<file path="src/sv/mwm_pkg.sv">
package mwm_pkg;

  localparam int VEL_W      = 16;
  localparam int OFF_W      = 16;
  localparam int DIST_W     = 15;
  localparam int MAX_W      = 15;
  localparam int CFG_DATA_W = 16;
  localparam int CFG_IDX_W  = 2;
  localparam int COEF_W     = 32;
  localparam int PROD_W     = 48;
  localparam int ROT_SHIFT  = 28;
  localparam int ROT_HALF   = 1 << (ROT_SHIFT - 1);
  localparam int WHL_W      = 20;
  localparam int MAG_W      = 19;
  localparam int OUT_W      = 20;
  localparam int NWHL       = 4;
  localparam int SP_W       = MAG_W + MAX_W;
  localparam int NUM_W      = SP_W + 1;
  localparam int DEN_W      = MAG_W + 1;
  localparam int Q_W        = MAX_W;
  localparam int FRONT_N    = 7;

  localparam logic signed [OFF_W:0]  ONE_Q14  = (OFF_W + 1)'(16384);
  localparam logic signed [OFF_W-1:0] OFF_RST = '0;
  localparam logic [DIST_W-1:0]      DIST_RST = DIST_W'(3277);
  localparam logic [MAX_W-1:0]       MAX_RST  = MAX_W'(16384);

  localparam logic signed [WHL_W-1:0] SAT_HI = WHL_W'((1 <<< (OUT_W - 1)) - 1);
  localparam logic signed [WHL_W-1:0] SAT_LO = WHL_W'(-(1 <<< (OUT_W - 1)));

  typedef enum logic [CFG_IDX_W-1:0] {
    REG_ROT_OFFSET,
    REG_WHEEL_DIST,
    REG_MAX_SPEED
  } cfg_reg_t;

  typedef struct packed {
    logic signed [COEF_W-1:0] coef_front;
    logic signed [COEF_W-1:0] coef_rear;
    logic [MAX_W-1:0]         max_speed;
  } coef_t;

  typedef struct packed {
    logic signed [VEL_W-1:0] vel_x;
    logic signed [VEL_W-1:0] vel_y;
    logic signed [VEL_W-1:0] yaw_rate;
    logic                    raw_mode;
  } cmd_t;

  typedef struct packed {
    logic [NWHL-1:0][NUM_W-1:0] rem;
    logic [DEN_W-1:0]           den;
    logic [NWHL-1:0][Q_W-1:0]   quo;
    logic [NWHL-1:0]            neg;
    logic [NWHL-1:0][WHL_W-1:0] whl;
    logic                       scale;
  } div_t;

  function automatic logic signed [OUT_W-1:0] sat_out(input logic signed [WHL_W-1:0] x);
    logic signed [WHL_W-1:0] y;
    y = x;
    if (x > SAT_HI) begin
      y = SAT_HI;
    end else if (x < SAT_LO) begin
      y = SAT_LO;
    end
    return OUT_W'(y);
  endfunction

endpackage

</file>
<file path="src/sv/mwm_cfg_if.sv">
interface mwm_cfg_if;
  import mwm_pkg::*;

  logic                  valid;
  logic                  ready;
  logic [CFG_IDX_W-1:0]  index;
  logic [CFG_DATA_W-1:0] data;

  modport source (output valid, output index, output data, input ready);
  modport sink (input valid, input index, input data, output ready);
endinterface

</file>
<file path="src/sv/mwm_cfg_regs.sv">
module mwm_cfg_regs (
  input  logic          clk,
  input  logic          rst_n,
  mwm_cfg_if.sink       cfg_ch,
  output mwm_pkg::coef_t coef
);
  import mwm_pkg::*;

  logic signed [OFF_W-1:0]  off_r, off_nxt;
  logic [DIST_W-1:0]        dist_r, dist_nxt;
  logic [MAX_W-1:0]         max_r, max_nxt;
  logic signed [COEF_W-1:0] coef_front_r, coef_front_nxt;
  logic signed [COEF_W-1:0] coef_rear_r, coef_rear_nxt;
  logic signed [OFF_W:0]    off_ext;
  logic signed [COEF_W-1:0] fac_front, fac_rear, dist_s;

  assign cfg_ch.ready = 1'b1;

  always_comb begin
    off_nxt  = off_r;
    dist_nxt = dist_r;
    max_nxt  = max_r;
    if (cfg_ch.valid && cfg_ch.ready) begin
      unique case (cfg_reg_t'(cfg_ch.index))
        REG_ROT_OFFSET: off_nxt  = cfg_ch.data[OFF_W-1:0];
        REG_WHEEL_DIST: dist_nxt = cfg_ch.data[DIST_W-1:0];
        REG_MAX_SPEED:  max_nxt  = cfg_ch.data[MAX_W-1:0];
        default: ;
      endcase
    end
  end

  // front factor is offset - 1, rear factor is -offset - 1, both Q3.14
  always_comb begin
    off_ext        = (OFF_W + 1)'(off_r);
    fac_front      = COEF_W'(off_ext - ONE_Q14);
    fac_rear       = COEF_W'(-off_ext - ONE_Q14);
    dist_s         = $signed(COEF_W'(dist_r));
    coef_front_nxt = fac_front * dist_s;
    coef_rear_nxt  = fac_rear * dist_s;
  end

  always_ff @(posedge clk) begin
    if (!rst_n) begin
      off_r  <= OFF_RST;
      dist_r <= DIST_RST;
      max_r  <= MAX_RST;
    end else begin
      off_r  <= off_nxt;
      dist_r <= dist_nxt;
      max_r  <= max_nxt;
    end
  end

  always_ff @(posedge clk) begin
    coef_front_r <= coef_front_nxt;
    coef_rear_r  <= coef_rear_nxt;
  end

  assign coef.coef_front = coef_front_r;
  assign coef.coef_rear  = coef_rear_r;
  assign coef.max_speed  = max_r;

endmodule

</file>
<file path="src/flat_wrapper.sv">
// flat-port wrapper written by rule: the top's interface ports become plain ports
module mwm_cfg_regs_flat import mwm_pkg::*;
  (clk, rst_n, coef, cfg_ch_valid, cfg_ch_index, cfg_ch_data, cfg_ch_ready);
  mwm_cfg_if cfg_ch_i ();
  input  logic clk;
  input  logic rst_n;
  output mwm_pkg::coef_t coef;
  input wire logic [$bits(cfg_ch_i.valid)-1:0] cfg_ch_valid;
  input wire logic [$bits(cfg_ch_i.index)-1:0] cfg_ch_index;
  input wire logic [$bits(cfg_ch_i.data)-1:0] cfg_ch_data;
  output wire logic [$bits(cfg_ch_i.ready)-1:0] cfg_ch_ready;
  assign cfg_ch_i.valid = cfg_ch_valid;
  assign cfg_ch_i.index = cfg_ch_index;
  assign cfg_ch_i.data = cfg_ch_data;
  assign cfg_ch_ready = cfg_ch_i.ready;
  mwm_cfg_regs u_core (.clk(clk), .rst_n(rst_n), .cfg_ch(cfg_ch_i), .coef(coef));
endmodule
</file>
<file path="config.mk">
export PLATFORM = sky130hd
export DESIGN_NAME = mwm_cfg_regs_flat
export DESIGN_NICKNAME = d
export VERILOG_FILES = /design/src/sv/mwm_pkg.sv /design/src/sv/mwm_cfg_if.sv /design/src/sv/mwm_cfg_regs.sv /design/src/flat_wrapper.sv
export SDC_FILE = /design/constraint.sdc
export NUM_CORES = 2
export LEC_CHECK = 0
export CORE_UTILIZATION = 68
export DETAILED_ROUTE_END_ITERATION = 6
export DONT_BUFFER_PORTS = 1
export PLACE_DENSITY = 0.84
export SLEW_MARGIN = 15
export SYNTH_ARGS = -nofsm -noshare
export SYNTH_HDL_FRONTEND = slang
export SYNTH_SLANG_ARGS = --single-unit
</file>
<file path="constraint.sdc">
create_clock -name clk -period 13.3 [get_ports clk]
set_clock_uncertainty 0.2 [all_clocks]
set_input_delay 0.665 -clock clk [delete_from_list [all_inputs] [get_ports clk]]
set_output_delay 0.665 -clock clk [all_outputs]
set_load 0.01 [all_outputs]
</file>
# After elaboration in Yosys (flattened, before gate mapping)
# Index checks and enable logic that the tools add are counted.
dict set report totals {
  regBits 110
  input_bits 21
  word_cells 16
}
dict set report classes {
  n_mul 2
  addsub 3
  n_eq_ne 2
  reduce_logical 4
}
# cell count
set ops {}
lappend ops {{multiplier 32 x 16 -> 32 bit} 2}
lappend ops {{negator 16 -> 32 bit} 1}
lappend ops {{subtractor 32 x 16 -> 32 bit, second input constant} 1}
lappend ops {{subtractor 16 x 16 -> 17 bit, second input constant} 1}
lappend ops {{AND reduction 2 bit} 3}
lappend ops {{== test 2 x 1 -> 1 bit, second input constant} 1}
lappend ops {{== test 2 bit, second input constant} 1}
lappend ops {{zero test 2 bit} 1}

# Logic depth before layout (Yosys ltp)
dict set report logic_depth {
  word_depth 3
  depth_mapped 31
  mapped_depth_nobuf 28
}

# Least setup slack after synthesis
# Ideal clock, no wire load.
dict set report synth_path {
  path_type {flip-flop to flip-flop}
  start {reg u_core.off_r[0]}
  end {reg u_core.coef_rear_r[28]}
  t_required_ns 12.973
  n_path_buf 4
  setup_ns 0.127
  setup_slack_ns 5.975
  period_less_slack_ns 7.325
  t_arrival_ns 6.999
  stages_incl_launch_ff 29
  cell_sequence {dfxtp_1 clkbuf_1 clkbuf_1 inv_1 ha_1 nor3b_1 nand4_2 nand2_1 xnor2_1 clkbuf_1 clkbuf_1 nand2_1 fa_1 fa_1 inv_1 fa_1 inv_1 fa_1 fa_1 fa_1 inv_1 ha_1 o21a_1 nor2_1 nor2_1 a221o_1 a2111oi_4 nor2_1 xor2_1}
}
dict set report synth_via {
  elab_chain_len 3
}
# item line_no
set synth_rtl {}
lappend synth_rtl {{start, declared} mwm_cfg_regs.sv:9} ;# logic signed [OFF_W-1:0] off_r, off_nxt;
lappend synth_rtl {{start signal, assigned} mwm_cfg_regs.sv:49} ;# off_r <= off_nxt;
lappend synth_rtl {{negator 16 -> 32 bit} mwm_cfg_regs.sv:37} ;# fac_rear = COEF_W'(-off_ext - ONE_Q14);
lappend synth_rtl {{subtractor 32 x 16 -> 32 bit} mwm_cfg_regs.sv:37}
lappend synth_rtl {{multiplier 32 x 16 -> 32 bit} mwm_cfg_regs.sv:40} ;# coef_rear_nxt = fac_rear * dist_s;
lappend synth_rtl {{named net u_core.coef_rear_nxt[28]} mwm_cfg_regs.sv:13} ;# logic signed [COEF_W-1:0] coef_rear_r, coef_rear_nxt;
lappend synth_rtl {{end signal, assigned} mwm_cfg_regs.sv:57} ;# coef_rear_r <= coef_rear_nxt;
lappend synth_rtl {{end, declared} mwm_cfg_regs.sv:13}
# The timed path passes the listed nets, and every way through them passes these cells.
# A chain may end at the register's enable or synchronous reset.

# Worst setup path in the final report
dict set report layout_path {
  start {reg u_core.off_r[1]}
  end {reg u_core.coef_rear_r[31]}
}
# Same word-level chain as after synthesis.

==> flow_summary.json <==
{
  "result_of_the_run": "complete, no violations",
  "core_region_area_um2": 34900,
  "track_usage_pct": 32.4,
  "drt_iter0_drc": 1363,
  "timing.critical_path.mode_cell": "sky130_fd_sc_hd__fa_1",
  "yosysUniqueCellTypes": 75,
  "ys_ff_latch": 109,
  "synth_sequential_area_ratio_pct": 8.95,
  "synth_common_cells": "sky130_fd_sc_hd__inv_1 (635), sky130_fd_sc_hd__fa_1 (542), sky130_fd_sc_hd__nand2_1 (460)",
  "final_hold_viol_count": 0,
  "cp.required_ns": 13.38,
  "report.final.slew_viol_count": 0,
  "synth_flop_cell": "sky130_fd_sc_hd__dfxtp_1",
  "min_hold_slack_ns": 0.153,
  "fillerInstances": 2564,
  "initial_utilization_pct": 69.9,
  "postSynthNetCount": 3451,
  "finalNetCount": 3357,
  "pin_count": 101,
  "clkLatencyLatePin_ns": 0.40,
  "min_from": "rst_n",
  "holdBufCountCts": 0,
  "antenna_found_initial": 0,
  "r2r_slack_ns": 5.57,
  "synthToLayoutAreaGrowth_pct": 2.45,
  "period_share_pct": 58.1,
  "critical_path_peak_fanout": 20,
  "port_buffers": 0,
  "clk_transition_reported_paths_ns": 0.09,
  "syn_warnings": 0,
  "cell_type_with_the_highest_aggregate_area_in_the_netlist": "sky130_fd_sc_hd__fa_1",
  "floorplan.rows": 68,
  "m1WireLength_um": 20200,
  "synth_cells": 2721,
  "drt-total-wl_um": 54100,
  "grt_pass1_vias": 19500,
  "cp.buffers_inverters": 5,
  "cts_root_buf": "sky130_fd_sc_hd__clkbuf_16",
  "post_cts_setup_buffer_count": 0,
  "top_signal_layer_used": "met4",
  "total_number_of_vias": 17600,
  "wl_met2_um": 27000,
  "cts_repair_resize_count": 0,
  "timing.max_slew.rel_slack_pct": 17.0,
  "critPathLaunchType": "flip-flop",
  "critical_path.endpoint_type": "flip-flop",
  "critical_path.max_stage_delay_ns": 0.72,
  "post-route-util_pct": 71.6,
  "routed-wl-met3_um": 4160,
  "min_period_ns": 7.73,
  "clk_path_buf_depth": 2,
  "hold_path_class": "primary input to flip-flop",
  "routabilityCongestion": 0.899,
  "setup_viol": 0,
  "drt_pass1_iterations": 6,
  "worst_slew_pin_slew_ns": 1.24,
  "max_freq_mhz": 129,
  "maxCapViolations": 0,
  "dp_slack_ns": 5.71,
  "synth.top_cells.by_area": "sky130_fd_sc_hd__fa_1 (45%), sky130_fd_sc_hd__inv_1 (9.8%), sky130_fd_sc_hd__dfxtp_1 (9.0%)",
  "grt_max_degree": 47,
  "critical-path-slowest-cell": "sky130_fd_sc_hd__dfxtp_1",
  "crit_path_start": "u_core.off_r[1]$_SDFFE_PN0P_",
  "setup_ws_ns": 5.57,
  "synth_area_um2": 24400,
  "first_pass_grt_wire_length_um": 92100,
  "layout-drive-gt1-share_pct": 3.00,
  "dp_hpwl_um": 43500,
  "h_tree_level_count": 3,
  "synth_top_area_share_pct": 44.5,
  "die-width_um": 191,
  "rsz0062_at_grt": "false",
  "cts_num_sinks": 109,
  "insertedDiodeCount": 0,
  "cts_made_buffers": 9,
  "synth-edff-count": 0,
  "tritoncts_clock_tree": "yes",
  "ant_nets": 0,
  "routedWlPerCell_um": 17.5,
  "worstPathArrival_ns": 7.81,
  "dieHeight_um": 191,
  "worstSetupPathType": "flip-flop to flip-flop",
  "drc_errors": 0,
  "most_numerous_cell_in_the_yosys_netlist": "sky130_fd_sc_hd__inv_1",
  "crit-reg2reg-launch": "u_core.off_r[1]$_SDFFE_PN0P_",
  "synth_async_sr_flop_share_pct": 0,
  "overflow": 0,
  "setup_total_negative_slack_ns": 0,
  "syn_area_per_cell_um2": 8.96,
  "avgViaCountPerCell": 5.69,
  "cpLargestDelayFamily": "adder cells",
  "design.die.area_um2": 36600
}
[path summary, 6_finish.rpt]
| kind | end | depth (start not counted) |
|---|---|---|
| max | u_core.coef_rear_r[31]$_DFF_P_ | 25 |
| min | u_core.max_r[14]$_SDFFE_PN1P_ | 1 |
| max reg2reg | u_core.coef_rear_r[31]$_DFF_P_ | 25 |
| min reg2reg | u_core.dist_r[14]$_SDFFE_PN0P_ | 2 |
[cells in the final DEF, fill, tap and decap left out, types with 4 or more instances in the layout]
master                      Yosys  layout
sky130_fd_sc_hd__a211oi_1       5       5
sky130_fd_sc_hd__a21boi_0      40      40
sky130_fd_sc_hd__a21o_1        19      19
sky130_fd_sc_hd__a21oi_1       41      41
sky130_fd_sc_hd__and2_1       222     222
sky130_fd_sc_hd__and3_1         7       7
sky130_fd_sc_hd__buf_4          2      33
sky130_fd_sc_hd__clkbuf_16      0       9
sky130_fd_sc_hd__dfxtp_1      109     107
sky130_fd_sc_hd__fa_1         542     542
sky130_fd_sc_hd__ha_1         167     167
sky130_fd_sc_hd__inv_1        635     635
sky130_fd_sc_hd__nand2_1      460     460
sky130_fd_sc_hd__nand2b_1      21      21
sky130_fd_sc_hd__nand3_1       20      20
sky130_fd_sc_hd__nand4_1        4       4
sky130_fd_sc_hd__nor2_1        34      34
sky130_fd_sc_hd__nor2b_1       17      17
sky130_fd_sc_hd__nor3_1        18      18
sky130_fd_sc_hd__nor3b_1        5       5
sky130_fd_sc_hd__nor4_1         7       7
sky130_fd_sc_hd__o21a_1         6       6
sky130_fd_sc_hd__o21ai_0       20      20
sky130_fd_sc_hd__o21ai_1        5       5
sky130_fd_sc_hd__o21bai_1       9       9
sky130_fd_sc_hd__or2_2          4       4
sky130_fd_sc_hd__xnor2_1       77      76
sky130_fd_sc_hd__xor2_1        25      25
[worst register-to-register path, stage by stage (launching register included)]
cell	delay (ns)
sky130_fd_sc_hd__dfxtp_1	0.72
sky130_fd_sc_hd__inv_1	0.11
sky130_fd_sc_hd__ha_1	0.27
sky130_fd_sc_hd__nor3b_1	0.18
sky130_fd_sc_hd__and2_1	0.25
sky130_fd_sc_hd__nand2_1	0.09
sky130_fd_sc_hd__xor2_1	0.18
sky130_fd_sc_hd__buf_4	0.24
sky130_fd_sc_hd__nand2_1	0.11
sky130_fd_sc_hd__fa_1	0.52
sky130_fd_sc_hd__fa_1	0.55
sky130_fd_sc_hd__inv_1	0.05
sky130_fd_sc_hd__fa_1	0.50
sky130_fd_sc_hd__inv_1	0.05
sky130_fd_sc_hd__fa_1	0.53
sky130_fd_sc_hd__inv_1	0.05
sky130_fd_sc_hd__fa_1	0.50
sky130_fd_sc_hd__fa_1	0.44
sky130_fd_sc_hd__ha_1	0.36
sky130_fd_sc_hd__a211oi_2	0.31
sky130_fd_sc_hd__o21bai_2	0.15
sky130_fd_sc_hd__a2111oi_2	0.46
sky130_fd_sc_hd__o21ai_2	0.24
sky130_fd_sc_hd__a21boi_2	0.23
sky130_fd_sc_hd__o21ai_0	0.14
sky130_fd_sc_hd__xnor2_1	0.15
[logic make-up after synthesis]
| family | Yosys count | share of synthesized area (%) |
|---|---|---|
| DFF | 109 | 8.95 |
| other | 1 | 0.0154 |
| buffers and inverters | 773 | 12.0 |
| and+or+nand+nor | 839 | 16.6 |
| adders and majority gates | 709 | 53.1 |
| muxes | 1 | 0.0411 |
| xor gates and xnor gates | 102 | 3.67 |
| AOI/OAI and AO/OA | 187 | 5.63 |
[through the flow]
| stage | cells | area, µm² |
|---|---|---|
| final | 3087 | 25000 |
| after floorplan | 2721 | 24400 |
| after global routing | 3087 | 25000 |
| after global placement | 3071 | 24700 |
| after detailed placement | 3071 | 24700 |
| after CTS | 3087 | 25000 |
[metal layers]
layer	global-route usage (%)	vias up
met1	39.8	8841
met4	16.1	0
met5	0	-
li1	-	7763
met2	55.0	777
met3	5.89	199
[cell type report]
type	instances	area [µm²]	area share [%]
clock inverter	7	86.3	0.346
clock buffer	9	225	0.902
tap	455	569	2.28
timing repair buffer	33	248	0.992
sequential	109	2180	8.75
multi-input combinational	1839	19300	77.2
inverter	635	2380	9.55
[sequential cells by signal, indices dropped and copies added, names as in the netlist]
register             cells
u_core.coef_front_r     32
u_core.coef_rear_r      31
u_core.dist_r           15
u_core.max_r            15
u_core.off_r            16
Power is not shown: default switching activity piles up to over one toggle a cycle in this logic, so the estimate is an artifact.
